File: src/rtl/vdn_pkg.sv
// Shared definitions for the vector direction normalize unit.
// Holds the fixed output format and the queue control struct; no dependencies.
package vdn_pkg;

	localparam int OUT_W       = 16;
	localparam int OUT_POS_MAX = 32767;
	localparam int OUT_NEG_MAX = 32768;
	localparam int QUEUE_DEPTH = 4;

	typedef struct packed {
		logic valid;
		logic take;
	} vdn_link_t;

endpackage

File: src/rtl/vdn_front.sv
// Front end: forms per-axis differences, magnitudes and signs, and flags coincident points.
// Depends on vdn_pkg.
module vdn_front import vdn_pkg::*; #(
	parameter int COORD_BITS = 24,
	parameter int ENTRY_W    = 3 * (COORD_BITS + 1) + 4
) (
	input  logic [COORD_BITS-1:0] from_x,
	input  logic [COORD_BITS-1:0] from_y,
	input  logic [COORD_BITS-1:0] from_z,
	input  logic [COORD_BITS-1:0] to_x,
	input  logic [COORD_BITS-1:0] to_y,
	input  logic [COORD_BITS-1:0] to_z,
	output logic [ENTRY_W-1:0]    entry
);

	localparam int M = COORD_BITS + 1;

	logic [2:0][COORD_BITS-1:0] fr;
	logic [2:0][COORD_BITS-1:0] tt;
	logic [2:0][M-1:0]          diff;
	logic [2:0][M-1:0]          mag;
	logic [2:0]                 sgn;
	logic                       zero;

	assign fr = {from_z, from_y, from_x};
	assign tt = {to_z, to_y, to_x};

	always_comb begin
		for (int i = 0; i < 3; i++) begin
			diff[i] = {tt[i][COORD_BITS-1], tt[i]} - {fr[i][COORD_BITS-1], fr[i]};
			sgn[i]  = diff[i][M-1];
			mag[i]  = sgn[i] ? (~diff[i] + M'(1)) : diff[i];
		end
		zero = (diff == '0);
	end

	// Layout: zero flag, three signs, then three magnitudes.
	assign entry = {zero, sgn, mag};

endmodule

File: config.mk
export PLATFORM = sky130hd
export DESIGN_NAME = vdn_front
export DESIGN_NICKNAME = d
export VERILOG_FILES = /design/src/rtl/vdn_pkg.sv /design/src/rtl/vdn_front.sv
export SDC_FILE = /design/constraint.sdc
export NUM_CORES = 1
export LEC_CHECK = 0
export ABC_AREA = 0
export ABC_CLOCK_PERIOD_IN_PS = 10570
export BUFFER_PORTS_ARGS = -buffer_cell sky130_fd_sc_hd__buf_2
export CAP_MARGIN = 20
export CORE_MARGIN = 8
export CORE_UTILIZATION = 45
export DETAILED_ROUTE_END_ITERATION = 8
export PLACE_DENSITY = 0.73
export RECOVER_POWER = 50
export SLEW_MARGIN = 20
export SYNTH_ARGS = -nofsm -noshare
export SYNTH_HDL_FRONTEND = slang
export SYNTH_SLANG_ARGS = --single-unit
File: constraint.sdc
create_clock -name vclk -period 10.57
set_clock_uncertainty 0.05 [all_clocks]
set_input_delay 1.5855 -clock vclk [all_inputs]
set_output_delay 1.5855 -clock vclk [all_outputs]
set_load 0.005 [all_outputs]
# After elaboration in Yosys (flattened, before gate mapping)
# Index checks and enable logic that the tools add are counted.
totals:
  input_bits: 144
  out_inout_bits: 79
  register_bits: 0
  wordCells: 13
classes:
  reduce_logical: 1
  bitwise_logic: 3
  n_addsub: 6
  muxes: 3
ops:
  columns: ["cell", "n"]
  rows:
  - ["$add A25 B1 Y25 const B", 3]
  - ["$logic_not A75 Y1", 1]
  - ["$mux W25", 3]
  - ["$not A25 Y25", 3]
  - ["$sub A24 B24 Y25", 3]

# Logic depth before layout (Yosys ltp)
logic_depth:
  depth_word: 4
  depth_mapped: 16
  depth_no_buf: 14

# Worst setup path after synthesis
# OpenSTA, ideal clock, no wires.
synth_path:
  path_kind: "input-to-output"
  from: "input port to_x[0]"
  to: "output port entry[78]"
  required_time_ns: 8.935
  path_slack_ns: 3.938
  path_stages: 15
  arrival_ns: 4.996
  path_buffers: 2
  cell_sequence: "inv_1 > ha_1 > fa_1 > nor2b_4 > buf_6 > o211a_4 > o211ai_4 > o21ai_2 > a31oi_4 > xnor2_1 > or3_4 > or4_1 > or4_1 > nor4b_2 > buf_4"
synth_between:
  elab_chain_len: 2
synth_rtl:
  columns: ["element", "line_no", "text"]
  rows:
  - ["start: declaration", "vdn_front.sv:10", "input logic [COORD_BITS-1:0] to_x,"]
  - ["$sub A24 B24 Y25", "vdn_front.sv:30", "diff[i] = {tt[i][COORD_BITS-1], tt[i]} - {fr[i][COORD_BITS-1], fr[i]};"]
  - ["$logic_not A75 Y1", "vdn_front.sv:34", "zero = (diff == '0);"]
  - ["end: declaration", "vdn_front.sv:13", "output logic [ENTRY_W-1:0] entry"]
# No other way between the ends.

# Worst setup path after layout
layout_path:
  from: "input port from_z[0]"
  to: "output port entry[78]"
layout_between:
  elab_chain_len: 2
layout_rtl:
  columns: ["element", "line_no", "text"]
  rows:
  - ["start: declaration", "vdn_front.sv:9", "input logic [COORD_BITS-1:0] from_z,"]
  - ["$sub A24 B24 Y25", "vdn_front.sv:30", null]
  - ["$logic_not A75 Y1", "vdn_front.sv:34", null]
# No other way between the ends.

==> results.md <==
- Status: completed
- Per-cell routed wire length: 15.2 µm
- Cell Area, Synth: 5960 µm²
- Final Wtd Congestion: between 0.9 and 1
- Yosys Warn Count: 0
- Resize count post-CTS: 0
- Setup bufs post-CTS: 0
- CP arrival: 6.49 ns
- Cell count after synthesis: 897
- CLK BUF: 0
- Sequential share of power: 0%
- Post-route setup TNS: 0 ns
- Placement Cell Area: 7150 µm²
- Die Area: 17200 µm²
- Initial antenna violation count: 1
- Post-synth net total: 1119
- Remaining Overflow, GRT: 0
- Most frequent cells in the layout: 193 x buf_2, 108 x inv_1, 78 x a21oi_1, 75 x ha_1
- Commonest non-fill, non-tap cell in the layout: buf_2
- Reg area: 0 µm²
- Starting Density: 45.6%
- Drt first pass iters: 5
- Count of different cell masters after synthesis: 84
- Antenna viol nets, final: 0
- Comb power frac: 100.0%
- Core area: 13100 µm²
- Final nets: 1311
- DR vias: 6985
- Cell area power density: about 87 nW/µm²
- Wirelength, routed: 19300 µm
- Crit path kind: input pin to output port
- Max Clk Rate: 0.123 GHz
- Critical-path cell list: buf_2 > ha_1 > fa_1 > nand2b_1 > a21oi_1 > a41oi_1 > a22o_1 > o21ai_0 > nand4_1 > a41oi_1 > inv_1 > or4_1 > or4_1 > nor4b_2 > buf_2
- Finished Cell Area: 7080 µm²
- Die width: approximately 130 µm
- I/O Pins: 223
- DR iter-0 viols: 485
- Final HPWL DP: ~17000 µm
- Startpoint Class: input pin
- Setup Viol. Count Final: 0
- Layout area overhead: 18.7%
- Hold crit path type: input pin to output port
- Fin crit share: between 70% and 80%
- Number of global-route vias before repair: around 6600
- Inst Count DP: about 1300
- Synth Area per Inst: about 6.6 µm²
- CP delay by family, top: compound AO/OA/AOI/OAI gates
- RSZ-0062 raised after global routing: no
- Worst path required time: ~8.9 ns
- Minimum clock period: 8.12 ns
- DR DRC count: 0
- Final Slew Violations: 0
- Slowest CP cell: a41oi_1
- Psw: 0.358 mW
- Global Route Usage Sum: 20.8%
- Clock power share: 0%
- Peak VDD IR: 0.0521 mV
- Crit Path Max Fanout: 14
- First-pass GRT wire length: 31600 µm
- Final Hold Fails: 0
- Port Buf Inserts: roughly 220
- Max stage delay on crit path: ~0.85 ns
- Rows: 42
- DR vias/cell: 5.53
- Switching Fraction: 57.8%
- Hold-fix buffers at CTS: 0
- Slew @ Worst Pin: about 1.0 ns
- Share of post-route cells with drive strength above 1: roughly a fifth
- Seq cells: 0
- Overall die height: between 100 and 150 µm
- Seq/Total Area, Yosys: 0%
- Max_cap viols: 0
- PnR Total Power: slightly above 0.6 mW
- Power Internal: roughly 0.26 mW
- Largest net degree at the start of global routing: 18
- Leak pwr: 3.50 nW
- Kind of end point of the critical path: output port
- Slew headroom: 29.7%
- Post-route insts no fill: 1264
- CP Buf/Inv Count: 3
path summary, 6_finish.rpt:
kind	endpoint	depth (start not counted)	start
worst max-delay path	entry[78]	15	from_z[0]
worst min-delay path	entry[0]	4	from_x[0]
cells by family (layout without fill, tap and decap cells):
kind of cell	after synthesis	in the layout	share of synthesized area (%)
buffers and inverters	141	331	9.34
AO/OA/AOI/OAI	286	286	32.3
multiplexers	4	4	0.692
adder cells (fa/ha/maj)	78	78	16.7
XOR/XNOR	123	123	18.1
other	0	1	0
AND/OR/NAND/NOR	265	265	22.8
cells in the mapped netlist (all sizes together) (10+ instances only):
master    n  share of area [%]
nand4    11                1.2
nand2b   16                1.7
ha       75                 16
buf      17                1.5
a21oi    79                6.7
nand2    73                4.6
xnor2    73                 11
o21a     10                1.3
xor2     50                7.3
a21o     22                2.8
nand3    19                1.6
clkbuf   16                1.0
o31ai    12                1.6
a31oi    14                1.7
o211ai   10                1.5
nor2     53                3.3
a211oi   15                1.9
inv     108                6.8
nor3     25                2.2
nor2b    11                1.3
o21ai    59                5.0
through the flow:
stage / utilization (%) / hold WS [ns] / setup WS [ns]
finish: 54.1 / 3.51 / 2.45
global route: 54.1 / 3.57 / 1.94
CTS: 54.6 / 3.54 / 2.92
detailed placement: 54.6 / 3.53 / 2.93
global placement: 54.6 / 3.54 / 3.07
floorplan: - / 3.31 / 3.94
area by class of cell:
type	instances	area (µm²)
fill	1341	6010
multi-input combinational	756	5370
timing repair buffer	223	1080
inverter	108	405
tap	176	220
antenna	1	2.50
power by group through the flow:
stage                     Sequential (mW)     Clock, mW  Combinational, mW
after CTS                               0             0              0.628
final                                   0  0.0000000126              0.619
after global placement                  0             0              0.623
after detailed placement                0             0              0.624
after global routing                    0  0.0000000126              0.684
after floorplan                         0             0              0.403
layer usage:
layer	routed length, µm	GRT usage [%]
met5	0	0
met4	210	2.32
met3	1640	3.81
met2	8800	35.9
met1	8610	27.0
(Power assumes the default switching activity.)
