===== src/rtl/vdn_pkg.sv =====
// Shared definitions for the vector direction normalize unit.
// Holds the fixed output format and the queue control struct; no dependencies.
package vdn_pkg;

	localparam int OUT_W       = 16;
	localparam int OUT_POS_MAX = 32767;
	localparam int OUT_NEG_MAX = 32768;
	localparam int QUEUE_DEPTH = 4;

	typedef struct packed {
		logic valid;
		logic take;
	} vdn_link_t;

endpackage


===== src/rtl/vdn_queue.sv =====
// Short queue between the front and back parts.
// Depends on vdn_pkg for its depth and link struct.
module vdn_queue import vdn_pkg::*; #(
	parameter int W = 8
) (
	input  logic         clk,
	input  logic         arst_n,
	input  logic         wr,
	input  logic [W-1:0] wdata,
	output logic         full,
	output vdn_link_t    link,
	input  logic         rd,
	output logic [W-1:0] rdata
);

	localparam int AW = $clog2(QUEUE_DEPTH);

	logic [W-1:0]  mem [QUEUE_DEPTH];
	logic [AW-1:0] wp_q;
	logic [AW-1:0] rp_q;
	logic [AW:0]   cnt_q;
	logic          do_wr;
	logic          do_rd;

	assign full       = (cnt_q == (AW+1)'(QUEUE_DEPTH));
	assign link.valid = (cnt_q != '0);
	assign link.take  = do_rd;
	assign do_wr      = wr && !full;
	assign do_rd      = rd && link.valid;
	assign rdata      = mem[rp_q];

	always_ff @(posedge clk) begin
		if (do_wr) begin
			mem[wp_q] <= wdata;
		end
	end

	always_ff @(posedge clk or negedge arst_n) begin
		if (!arst_n) begin
			wp_q  <= '0;
			rp_q  <= '0;
			cnt_q <= '0;
		end else begin
			if (do_wr) begin
				wp_q <= wp_q + AW'(1);
			end
			if (do_rd) begin
				rp_q <= rp_q + AW'(1);
			end
			cnt_q <= cnt_q + (AW+1)'(do_wr) - (AW+1)'(do_rd);
		end
	end

endmodule


===== config.mk =====
export PLATFORM = sky130hd
export DESIGN_NAME = vdn_queue
export DESIGN_NICKNAME = d
export VERILOG_FILES = /design/src/rtl/vdn_pkg.sv /design/src/rtl/vdn_queue.sv
export SDC_FILE = /design/constraint.sdc
export NUM_CORES = 1
export LEC_CHECK = 0
export ABC_AREA = 0
export BUFFER_PORTS_ARGS = -buffer_cell sky130_fd_sc_hd__buf_4
export CORE_UTILIZATION = 35
export DETAILED_ROUTE_END_ITERATION = 8
export PLACE_DENSITY = 0.64
export SETUP_SLACK_MARGIN = 0.3
export SLEW_MARGIN = 20
export SYNTH_ARGS = -nofsm -noshare
export SYNTH_HDL_FRONTEND = slang
export SYNTH_SLANG_ARGS = --single-unit

===== constraint.sdc =====
create_clock -name clk -period 4.95 [get_ports clk]
set_clock_uncertainty 0.1 [all_clocks]
set_input_delay 0.2475 -clock clk [delete_from_list [all_inputs] [get_ports clk]]
set_output_delay 0.2475 -clock clk [all_outputs]
set_load 0.05 [all_outputs]

After elaboration in Yosys (flattened, before gate mapping)
Memory sizes are Yosys's and may differ from the RTL's.
Index checks and enable logic that the tools add are counted.
{"block": "word_totals", "reg_bits": 7, "ramBits": 32, "input_bits": 12, "out_inout_bits": 11, "word_cells": 15, "memories": 1}
{"block": "op_classes", "addsub": 4, "eq_ne": 1, "mux": 2, "reduce_logical": 4}
{"memory": "mem", "words": 4, "word_bits": 8, "rd": 1, "rd_clocked_by_memory_dff": 0, "wr": 1, "line_no": "vdn_queue.sv:18", "text": "logic [W-1:0] mem [QUEUE_DEPTH];"}
{"operator": "2-bit by 1-bit adder with 2-bit output (second input constant)", "n": 2}
{"operator": "3-bit by 1-bit adder with 3-bit output", "n": 1}
{"operator": "3-bit equality test (second input constant)", "n": 1}
{"operator": "3-bit nonzero test", "n": 1}
{"operator": "3-bit by 1-bit subtractor with 3-bit output", "n": 1}
{"operator": "1-bit logical AND", "n": 2}
{"operator": "1-bit 2-to-1 mux", "n": 2}
{"operator": "1-bit zero test", "n": 1}

Longest topological paths before layout
{"block": "logic_depth", "depth_word": 5, "ltp_mapped": 9, "depth_no_buf": 9}

Worst setup path before layout
OpenSTA, ideal clock, no wires.
{"block": "synth_path", "path_kind": "register to register", "from": "register cnt_q[1]", "to": "register cnt_q[2]", "setup_time_ps": 128, "arrival_time_ps": 2000, "required_ps": 4722, "setup_slack_ps": 2722, "stages_incl_launch_ff": 10, "period_less_slack_ps": 2228, "path_cell_list": "dfrtp_1 > or3b_4 > nand2_1 > ha_1 > inv_1 > ha_1 > inv_1 > fa_1 > xnor2_1 > xnor2_1"}
{"block": "synth_via", "elab_chain_len": 5, "word_cells_on_any_way": 7, "classes_between": "add/sub: 2; eq/ne: 1; reduce/logical: 4"}
{"item": "start, declared", "line_no": "vdn_queue.sv:21", "text": "logic [AW:0] cnt_q;"}
{"item": "start signal, assigned", "line_no": "vdn_queue.sv:50", "text": "cnt_q <= cnt_q + (AW+1)'(do_wr) - (AW+1)'(do_rd);"}
{"item": "3-bit equality test", "line_no": "vdn_queue.sv:25", "text": "assign full = (cnt_q == (AW+1)'(QUEUE_DEPTH));"}
{"item": "1-bit zero test", "line_no": "vdn_queue.sv:28", "text": "assign do_wr = wr && !full;"}
{"item": "1-bit logical AND", "line_no": "vdn_queue.sv:28"}
{"item": "3-bit by 1-bit adder with 3-bit output", "line_no": "vdn_queue.sv:50"}
{"item": "3-bit by 1-bit subtractor with 3-bit output (*)", "line_no": "vdn_queue.sv:50"}
Mark *: on every way between the ends. The rest lies on a longest branch, timed or not.
A chain may end at the register's enable or synchronous reset.

Worst setup path after layout
Same ends and word-level chain as after synthesis.

==> results.toml <==
[outcome]
run_status = "completed"

[timing]
maxSlewHeadroom = 0.599
grt_setup_unrepaired = "no"
drv_slew = 0
hold_viol_final = 0
setup_total_negative_slack_ns = 0
fmaxAchievable_ghz = 0.426
max_slew.worst_pin.slew_ns = 0.602
finalWorstPathRequiredPeriod_ns = 2.35
setup_slack_ns = 2.60
timing.final.setup_violations = 0
period_share = 0.475

[clocking]
ctsRootBufferMaster = "sky130_fd_sc_hd__clkbuf_8"
clock_latency_ns = 0.29
numCtsBuffers = 5
cts.repair.resized = 0
tritoncts_num_sinks = 39
clk_path_buf_depth = 2
cts_tree = "built"
clkSlewWorstSetupHoldPaths_ns = 0.08
htree_num_levels = 2

[final_layout]
layout.cells.most_common = "sky130_fd_sc_hd__edfxtp_1"
layout-drive-gt1-share = 0.366
num_antenna_cells = 0
final_cells = 164
finalNetCount = 130
most-common-layout-cells = "sky130_fd_sc_hd__edfxtp_1, sky130_fd_sc_hd__buf_4, sky130_fd_sc_hd__mux4_2"
area_delta_synth_final_pct = 19.0
fillCellCount = 395

[global_route]
antenna_found_initial = 0
top_usage_layer = "met2"
grt_first_pass_wirelength_mm = 4.42
met3_usage = 0.0563
grt_max_degree = 13
globalRouteMet2Util = 0.189
global_route.usage.met1 = 0.161
grt_util_all_layers = 0.126
grt.overflow.total = 0
grt_pass1_vias = 851

[floorplan]
std_cell_rows = 24
std_cell_core_area_um2 = 4380
full_die_area_um2 = 4890
die_h_um = 69.9
start_util = 0.368
die_w_um = 69.9
io_pins = 23

[power]
internal_power_mw = 0.753
power.clock.fraction = 0.163
static_leakage_nw = 0.722
power.share.switching = 0.399
max_vdd_drop_mv = 0.308
combinationalPowerShare = 0.414
share_seq_of_total_power = 0.423
net-switching-power_mw = 0.500
pwr_density_cell_nw_per_um2 = 652

[logic_synthesis]
synth_warnings = 0
ys_types = 20
ff_latch_count_synth = 39
syn_area_um2 = 1610
seq_area_frac_synth = 0.704
syn-mean-instance-area_um2 = 19.2
synthCells = 84
synth_nets = 103

[routing]
detail_route.first_pass.iterations = 3
route.final.wire_length_mm = 2.54
drt_drc_violations_left = 0
vias = 789
routed_via_density = 4.81
number_of_nets_with_antenna_violations_after_detailed_routing = 0
wl_per_cell_um = 15.5
drt_iter0_markers = 64

[place]
total_of_buffers_placed_on_input_and_output_ports = 22
place.detailed.instances = 155
detailed_place_hpwl_mm = 1.76
minimum_setup_slack_after_placement_ns = 2.61
globalplace.congestion = 0.699

[setup_path]
timing.critical_path.arrival_ns = 2.45
critical_path.max_stage_delay_ns = 0.47
worst_r2r_endpoint = "cnt_q[2]"
cells_along_the_critical_path = "or3b_4 > nand2_1 > ha_1 > inv_1 > ha_1 > inv_1 > fa_1 > xnor2_1 > xnor2_1"
timing_worst_setup_path_type = "reg -> reg"
crit_path_end_kind = "flip-flop"
crit_family = "adder cells"
critPathRequiredTime_ns = 5.05
crit_path_max_fanout = 8
cp_slowest_cell = "sky130_fd_sc_hd__dfrtp_1"
setup.worst_path.start_class = "flip-flop"
worst-path-buf-inv = 2
critical_path.reg2reg.startpoint = "cnt_q[1]"
reg2regPathDepth = 9
r2r_setup_slack_ns = 2.60

[min_path]
worstHoldPathType = "in -> reg"
timing.hold.worst_endpoint = "mem[3][5]"
min-delay-start = "wdata[5]"
whs_path_depth = 1

[flow_run]
cap_viol_max_count = 0
-- worst reg2reg max path: stages, from the launching register on --
cell and delay [ns]:
sky130_fd_sc_hd__dfrtp_1 0.47, sky130_fd_sc_hd__or3b_4 0.47, sky130_fd_sc_hd__nand2_1 0.08, sky130_fd_sc_hd__ha_1 0.22
sky130_fd_sc_hd__inv_1 0.06, sky130_fd_sc_hd__ha_1 0.12, sky130_fd_sc_hd__inv_1 0.04, sky130_fd_sc_hd__fa_1 0.37
sky130_fd_sc_hd__xnor2_1 0.19, sky130_fd_sc_hd__xnor2_1 0.15
-- how the worst max path moves through the flow --
stage | start | cells past startpoint | slack, ns | endpoint
after floorplan | cnt_q[1] | 9 | 2.72 | cnt_q[2]
after global placement | cnt_q[1] | 9 | 2.67 | cnt_q[2]
final | cnt_q[1] | 9 | 2.60 | cnt_q[2]
after CTS | cnt_q[1] | 9 | 2.58 | cnt_q[2]
after detailed placement | cnt_q[1] | 9 | 2.61 | cnt_q[2]
after global routing | cnt_q[1] | 9 | 2.49 | cnt_q[2]
-- synthesized netlist by cell type --
library cell / n / area, µm²
sky130_fd_sc_hd__edfxtp_1: 32 / 961
sky130_fd_sc_hd__o31a_2: 1 / 10.0
sky130_fd_sc_hd__inv_1: 5 / 18.8
sky130_fd_sc_hd__buf_4: 2 / 15.0
sky130_fd_sc_hd__and3_1: 4 / 25.0
sky130_fd_sc_hd__ha_1: 6 / 75.1
sky130_fd_sc_hd__inv_2: 1 / 3.75
sky130_fd_sc_hd__or3b_4: 1 / 11.3
sky130_fd_sc_hd__o311ai_0: 1 / 8.76
sky130_fd_sc_hd__or3_2: 1 / 7.51
sky130_fd_sc_hd__dfrtp_1: 7 / 175
sky130_fd_sc_hd__nand4bb_1: 2 / 22.5
sky130_fd_sc_hd__nand2b_1: 3 / 18.8
sky130_fd_sc_hd__clkbuf_1: 1 / 3.75
sky130_fd_sc_hd__o211ai_1: 2 / 15.0
sky130_fd_sc_hd__xor2_1: 1 / 8.76
sky130_fd_sc_hd__xnor2_1: 3 / 26.3
sky130_fd_sc_hd__mux4_2: 8 / 180
sky130_fd_sc_hd__nand2_1: 2 / 7.51
sky130_fd_sc_hd__fa_1: 1 / 20.0
-- kinds of logic after synthesis --
group,synth area share
multiplexers,0.112
buffers and inverters,0.0256
XOR/XNOR,0.0217
flip-flops,0.704
AO/OA/AOI/OAI,0.0209
adder cells (fa/ha/maj),0.0589
AND/OR/NAND/NOR,0.0574
-- stage by stage --
| step | util | hold slack, ns | total power [mW] | cell area, µm² |
|---|---|---|---|---|
| after floorplan | - | -0.148 | 0.921 | 1610 |
| after global placement | 0.416 | -0.0363 | 1.05 | 1830 |
| after detailed placement | 0.416 | -0.0341 | 1.07 | 1830 |
| after CTS | 0.438 | 0.0434 | 1.27 | 1920 |
| after global routing | 0.438 | 0.0411 | 1.33 | 1920 |
| final | 0.438 | 0.0536 | 1.25 | 1920 |
-- flip-flops by register name (all words and copies together), names as in the netlist --
register	flops
wp_q	2
mem	32
cnt_q	3
rp_q	2
-- area by class of cell --
cell class,instances,area (µm²),area share
clock buffer,6,72.6,0.0378
clock inverter,2,12.5,0.00651
inverter,6,22.5,0.0117
multi-input combinational,36,437,0.227
sequential,39,1140,0.592
tap,52,65.1,0.0339
timing repair buffer,23,175,0.0912
-- layer usage --
layer  up-vias  part of all wire
li1        376                 -
met1       386              0.45
met2        22              0.48
met3         5             0.058
met4         0             0.017
met5         -                 0
-- power by group through the flow --
stage | sequential (mW) | combinational (mW) | clock, mW
after global placement | 0.532 | 0.515 | 0
after CTS | 0.534 | 0.526 | 0.213
final | 0.530 | 0.519 | 0.204
after floorplan | 0.485 | 0.436 | 0
after detailed placement | 0.542 | 0.525 | 0
after global routing | 0.546 | 0.557 | 0.229
-- what timing repair did --
action | in CTS | in global routing
hold buffers | 1 | 0
buffers inserted | 0 | 0
hold endpoints to repair | 7 | 0
Note: power is estimated with default switching activity, not from simulation.
